**src/design/srt_pkg.sv**
```systemverilog
package srt_pkg;

	// Field widths fixed by the event and result formats.
	localparam int Q_W        = 17;
	localparam int IDX_W      = 6;
	localparam int KIND_W     = 2;
	localparam int CNT_OUT_W  = 32;
	localparam int CFG_IDX_W  = 3;
	localparam int CFG_DATA_W = 32;

	// Lifetime accuracy divider: one quotient bit per step.
	localparam int DIV_STEPS = 17;
	localparam int QUO_W     = 18;
	localparam int STEP_W    = 5;

	// Q1.16 constants and blend weights (0.7 and 0.3 of one).
	localparam logic [Q_W-1:0] ONE_Q16  = 17'h10000;
	localparam logic [15:0]    HALF_Q16 = 16'h8000;
	localparam logic [15:0]    W_RECENT = 16'd45875;
	localparam logic [15:0]    W_LIFE   = 16'd19661;

	// Register values after reset.
	localparam logic [Q_W-1:0]        INIT_TRUST_RST = 17'd32768;
	localparam logic [Q_W-1:0]        EMA_ALPHA_RST  = 17'd6554;
	localparam logic [Q_W-1:0]        FLOOR_RST      = 17'd0;
	localparam logic [Q_W-1:0]        CEIL_RST       = 17'd65536;
	localparam logic [CNT_OUT_W-1:0]  PERIOD_RST     = 32'd10;

	typedef enum logic [KIND_W-1:0] {
		KIND_QUERY     = 2'd0,
		KIND_CORRECT   = 2'd1,
		KIND_INCORRECT = 2'd2,
		KIND_REGISTER  = 2'd3
	} kind_t;

	typedef enum logic [CFG_IDX_W-1:0] {
		REG_INITIAL_TRUST  = 3'd0,
		REG_EMA_ALPHA      = 3'd1,
		REG_TRUST_FLOOR    = 3'd2,
		REG_TRUST_CEILING  = 3'd3,
		REG_CAL_PERIOD     = 3'd4
	} cfg_reg_t;

	// Commands from the controller to the datapath.
	typedef struct packed {
		logic accept;
		logic load;
		logic ema;
		logic div_step;
		logic life;
		logic blend;
		logic commit;
	} srt_cmd_t;

	// Status from the datapath to the controller.
	typedef struct packed {
		logic outcome;
		logic div_last;
		logic out_free;
	} srt_sts_t;

endpackage

```
**src/design/srt_ctrl.sv**
```systemverilog
module srt_ctrl import srt_pkg::*; (
	input  logic     clk,
	input  logic     arst_n,
	input  logic     req_valid,
	output logic     req_ready,
	input  srt_sts_t sts,
	output srt_cmd_t cmd
);

	typedef enum logic [6:0] {
		ST_IDLE   = 7'b0000001,
		ST_LOAD   = 7'b0000010,
		ST_EMA    = 7'b0000100,
		ST_DIV    = 7'b0001000,
		ST_LIFE   = 7'b0010000,
		ST_BLEND  = 7'b0100000,
		ST_FINISH = 7'b1000000
	} state_t;

	state_t state_q, state_d;

	// Next state: in-range outcomes run the full update, other events go straight to the answer.
	always_comb begin
		state_d = state_q;
		unique case (state_q)
			ST_IDLE: begin
				if (req_valid) state_d = ST_LOAD;
			end
			ST_LOAD: begin
				state_d = sts.outcome ? ST_EMA : ST_FINISH;
			end
			ST_EMA: begin
				state_d = ST_DIV;
			end
			ST_DIV: begin
				if (sts.div_last) state_d = ST_LIFE;
			end
			ST_LIFE: begin
				state_d = ST_BLEND;
			end
			ST_BLEND: begin
				state_d = ST_FINISH;
			end
			ST_FINISH: begin
				if (sts.out_free) state_d = ST_IDLE;
			end
			default: begin
				state_d = ST_IDLE;
			end
		endcase
	end

	always_ff @(posedge clk or negedge arst_n) begin
		if (!arst_n) begin
			state_q <= ST_IDLE;
		end else begin
			state_q <= state_d;
		end
	end

	// Commands decoded from the state.
	assign req_ready    = (state_q == ST_IDLE);
	assign cmd.accept   = (state_q == ST_IDLE) && req_valid;
	assign cmd.load     = (state_q == ST_LOAD);
	assign cmd.ema      = (state_q == ST_EMA);
	assign cmd.div_step = (state_q == ST_DIV);
	assign cmd.life     = (state_q == ST_LIFE);
	assign cmd.blend    = (state_q == ST_BLEND);
	assign cmd.commit   = (state_q == ST_FINISH) && sts.out_free;

	// The result register is only written when it is free.
	a_commit_free: assert property (@(posedge clk) disable iff (!arst_n)
		cmd.commit |-> sts.out_free)
		else $error("commit while result register busy");

	// The lifetime step follows only the last divider step.
	a_div_complete: assert property (@(posedge clk) disable iff (!arst_n)
		$rose(state_q == ST_LIFE) |-> $past(sts.div_last))
		else $error("divider left before last step");

endmodule

```
**config.mk**
```make
export PLATFORM = sky130hd
export DESIGN_NAME = srt_ctrl
export DESIGN_NICKNAME = d
export VERILOG_FILES = /design/src/design/srt_pkg.sv /design/src/design/srt_ctrl.sv
export SDC_FILE = /design/constraint.sdc
export NUM_CORES = 1
export LEC_CHECK = 0
export ABC_AREA = 1
export BUFFER_PORTS_ARGS = -buffer_cell sky130_fd_sc_hd__buf_2
export CAP_MARGIN = 20
export CORE_AREA = 5 5 42 44
export CTS_CLUSTER_DIAMETER = 200
export DETAILED_ROUTE_END_ITERATION = 7
export DIE_AREA = 0 0 47 49
export HOLD_SLACK_MARGIN = 0.06
export PLACE_DENSITY = 0.61
export RECOVER_POWER = 50
export SLEW_MARGIN = 10
export SYNTH_ARGS = -nofsm -noshare
export SYNTH_HDL_FRONTEND = slang
export SYNTH_SLANG_ARGS = --single-unit
```
**constraint.sdc**
```tcl
create_clock -name clk -period 1.9 [get_ports clk]
set_clock_uncertainty 0.1 [all_clocks]
set_input_delay 0.285 -clock clk [delete_from_list [all_inputs] [get_ports clk]]
set_output_delay 0.285 -clock clk [all_outputs]
set_load 0.05 [all_outputs]
```
# Word level (Yosys, flattened, before mapping)
# Cells that the tools add are included.
[totals]
mem_count = 0
ram_bits = 0
latch_bits = 0
ff_bits = 7
output_inout_bits = 8
mem_bits_ro = 0
wordCells = 19
[classes]
bitwise_logic = 0
n_reduce_logical = 3
div_mod_pow = 0
shifts = 0
multipliers = 0
n_eq_ne = 10
muxes = 5
magnitude_cmp = 0
add_sub_neg = 0
[op_table]
columns = ["op", "n"]
rows = [
  ["$pmux 7 s7", 1],
  ["$mux 7", 4],
  ["$eq 7x1->1 const B", 1],
  ["$eq 7x2->1 const B", 1],
  ["$eq 7x3->1 const B", 1],
  ["$eq 7x4->1 const B", 1],
  ["$eq 7x5->1 const B", 1],
  ["$eq 7x6->1 const B", 1],
  ["$eq 7x7->1 const B", 1],
  ["$ne 2x2->1 const B", 3],
  ["$reduce_and 3->1", 1],
  ["$logic_and 1x1->1", 2],
]

# Logic depth before layout (Yosys ltp)
[logic_depth]
ltp_word = 3
mapped_depth = 7
mapped_depth_nobuf = 7

# Worst setup path before layout
# Ideal clock, no wire load.
[synth_timing]
path_kind = "reg-to-output"
start = "register state_q[0]"
end = "output port cmd[6] (netlist name)"
t_required_ns = 1.515
stages_incl_launch_ff = 5
path_slack_ns = -0.270
n_path_buf = 0
arrival_ns = 1.785
cell_sequence = "dfstp_2 > inv_1 > nor2_1 > nand2_1 > nor3_1"
[synth_rtl]
columns = ["element", "line_no", "source"]
rows = [
  ["start, declared", "srt_ctrl.sv:20", "state_t state_q, state_d;"],
  ["start signal, assigned", "srt_ctrl.sv:57", "state_q <= state_d;"],
  ["end, declared", "srt_ctrl.sv:7", "output srt_cmd_t cmd"],
]

# Worst setup path in the final report
[layout_timing]
start = "register state_q[0]"
end = "output port req_ready"
[layout_via]
elab_chain_len = 1
[layout_lines]
columns = ["element", "line_no", "source"]
rows = [
  ["$eq 7x1->1", "srt_ctrl.sv:62", "assign req_ready = (state_q == ST_IDLE);"],
  ["end, declared", "srt_ctrl.sv:5", "output logic req_ready,"],
]
# Every way passes these cells.

==> out/results.tsv <==
metric	value	unit
yosys synthesis warning count	0	
post-layout worst setup margin	0.0866	ns
global placement routability congestion	0.715	
setup violators final	0	
leading cell types in the layout, fill and taps excluded	nor2_1 (15), inv_1 (13), buf_2 (12), nand2_1 (9), dfrtp_1 (6)	
kind of start point of the critical path	register	
vias after detailed routing	434	
status	completed	
CP Capture Type	output port	
DRC viols	0	
DRC violation total after the first TritonRoute iteration	10	
instance count of the mapped netlist	64	
largest cells by area after synthesis	dfrtp_1 (33%), nor2_1 (12%), inv_1 (11%), nand2_1 (7.4%), dfstp_2 (5.8%)	
overall fraction of global-route tracks in use	10.3	%
worst hold-check path type	in2reg	
pre-CTS WS	0.340	ns
most frequent standard cell in the layout excluding fill and tap cells	nor2_1	
pin slew with the least headroom to its limit	0.420	ns
DR WL/cell	10.2	um
share of the synthesized area in the top cell type	32.9	%
average vias per placed instance	4.43	
sequential cell area	176	um2
leakage power	0.324	nW
total negative slack	0	ns
total core area	0.00140	mm2
WP data required	1.51	ns
Layout Nets	89	
Antenna Diode Count	0	
timing-limited maximum frequency	551	MHz
grt peak-use layer	met2	
Register-to-Register Setup Slack	0.58	ns
endpoint of the most critical register-to-register path	state_q[4]	
number of inserted filler cells in the final layout	158	
final number of max-transition violations	0	
Hold Violations, Final	0	
clock period minus worst slack	1.81	ns
Detail Route Antenna Nets	0	
library cells used by synthesis	15	
Multi-input gate area	236	um2
Max rail drop VDD	709	uV
flip-flop count of the largest register, all copies and words added	7	
share of the yosys chip area belonging to registers	38.6	%
initial core utilization	32.6	%
power per cell area	1380	mW/mm2
HP Start	sts[2]	
end point of the most critical hold path	state_q[2]	
DIE WIDTH	47	um
met2 track demand over resource in global routing	14.3	%
# rows	14	
insertion delay of the later-clocked pin in the worst-skew pair	0.25	ns
final period utilization	95.4	%
met1 track demand over resource	12.1	%
I/O pin count	14	
cell type with the highest aggregate area in the netlist	dfrtp_1	
arrival time of data at the critical path endpoint	1.43	ns
Port Buffer Count	13	
Post-Syn Nets	70	
antenna violations before repair	0	
die outline area	0.00230	mm2
vertical die dimension	49	um
clock buffers created by TritonCTS	3	
fraction of final layout cells sized beyond drive strength 1	32.9	%
worst max-slew margin expressed relative to the limit	72.0	%
worst setup path category	reg2out	
placed standard-cell area	547	um2
met3 track demand over resource	2.58	%
depth of the worst register-to-register path	6	
synthesis-stage register bit count	7	
depth of the CTS H-tree	1	
Sinks on Clock Net	7	
final core utilization	41.5	%
register with the highest flop count	state_q	
biggest regs	state_q: 7 flops	
largest fanout on the critical path	4	
clock tree root driver cell	clkbuf_4	
setup repair after global routing missed its margin	false	
Synth Area per Inst	7.14	um2
largest net degree at the start of global routing	10	
number of buffers between clock root and the deepest sink	2	
Post-Layout Inst Area	582	um2
CTS clk-pin slew, worst paths	0.06	ns
Syn Std Cell Area	457	um2
Post-Route WL	999	um
Final Hold Slack	0.159	ns
wire length of the first global-routing pass	1.60	mm
via count of the first global-routing pass	382	
detailed-router iteration count before antenna repair	4	
max cap viols	0	
DP HPWL	805	um
Area growth syn-to-layout	27.4	%
total congestion overflow after global routing	0	
launch point of the worst reg-to-reg path	state_q[0]	
number of stages on the worst hold path	3	
clock tree from TritonCTS	built	
==> where the power goes <==
part | total, W | leakage [nW] | internal, W | switching (W)
logic | 0.000445 | 0.216 | 0.000124 | 0.000321
clock network | 0.000141 | 0.0150 | 0.0000805 | 0.0000602
registers | 0.000218 | 0.0931 | 0.000189 | 0.0000294
==> cells in the mapped netlist (all sizes together) <==
cell	count
nand3	5
dfrtp	6
inv	13
o221ai	1
nand2	11
nor3	4
o21bai	1
o21ai	1
dfstp	1
nor2	21
==> layer usage <==
metal | part of all wire [%] | routed length (um)
met1 | 42 | 415
met2 | 49 | 486
met3 | 5.8 | 58
met4 | 3.9 | 39
met5 | 0 | 0
==> logic make-up (layout without fill, tap and decap cells) <==
kind of cell           after synthesis  count (layout)  share of synthesized area [%]
AND/OR/NAND/NOR                     41              41                           46.0
buffers and inverters               13              31                           10.7
flip-flops                           7               7                           38.6
AO/OA/AOI/OAI                        3               3                           4.66
==> critical path: stages (launching register included) <==
cell     delay (ns)
dfstp_2        0.56
inv_1          0.05
nor2_1         0.08
nand2_1        0.10
nor2_2         0.12
buf_2          0.27
==> worst max-delay path by stage <==
stage / from / end / depth (start not counted)
after global routing: state_q[0] / req_ready / 5
after global placement: state_q[0] / req_ready / 5
after CTS: state_q[0] / req_ready / 5
after floorplan: state_q[5] / state_q[0] / 6
final: state_q[0] / req_ready / 5
after detailed placement: state_q[0] / req_ready / 5
==> metrics by stage <==
stage	instances	power [W]
2_1_floorplan	64	0.000581
3_3_place_gp	93	0.000672
3_5_place_dp	93	0.000670
4_1_cts	98	0.000817
5_1_grt	98	0.000865
6_report	98	0.000804
==> repair_timing <==
action | 4_1_cts | 5_1_grt
endpoints found under the setup margin | 0 | 0
resized for setup | 0 | 0
hold buffers | 1 | 0
hold endpoints to repair | 7 | 0
buffers inserted | 0 | 0
==> layout make-up <==
| class | instances | area share (%) |
|---|---|---|
| inverters | 13 | 8.39 |
| repair buffers | 14 | 12.7 |
| multi-input cells | 44 | 40.6 |
| clock buffers | 4 | 4.52 |
| flip-flops and latches | 7 | 30.3 |
| well taps | 16 | 3.44 |
(Power assumes the default switching activity.)
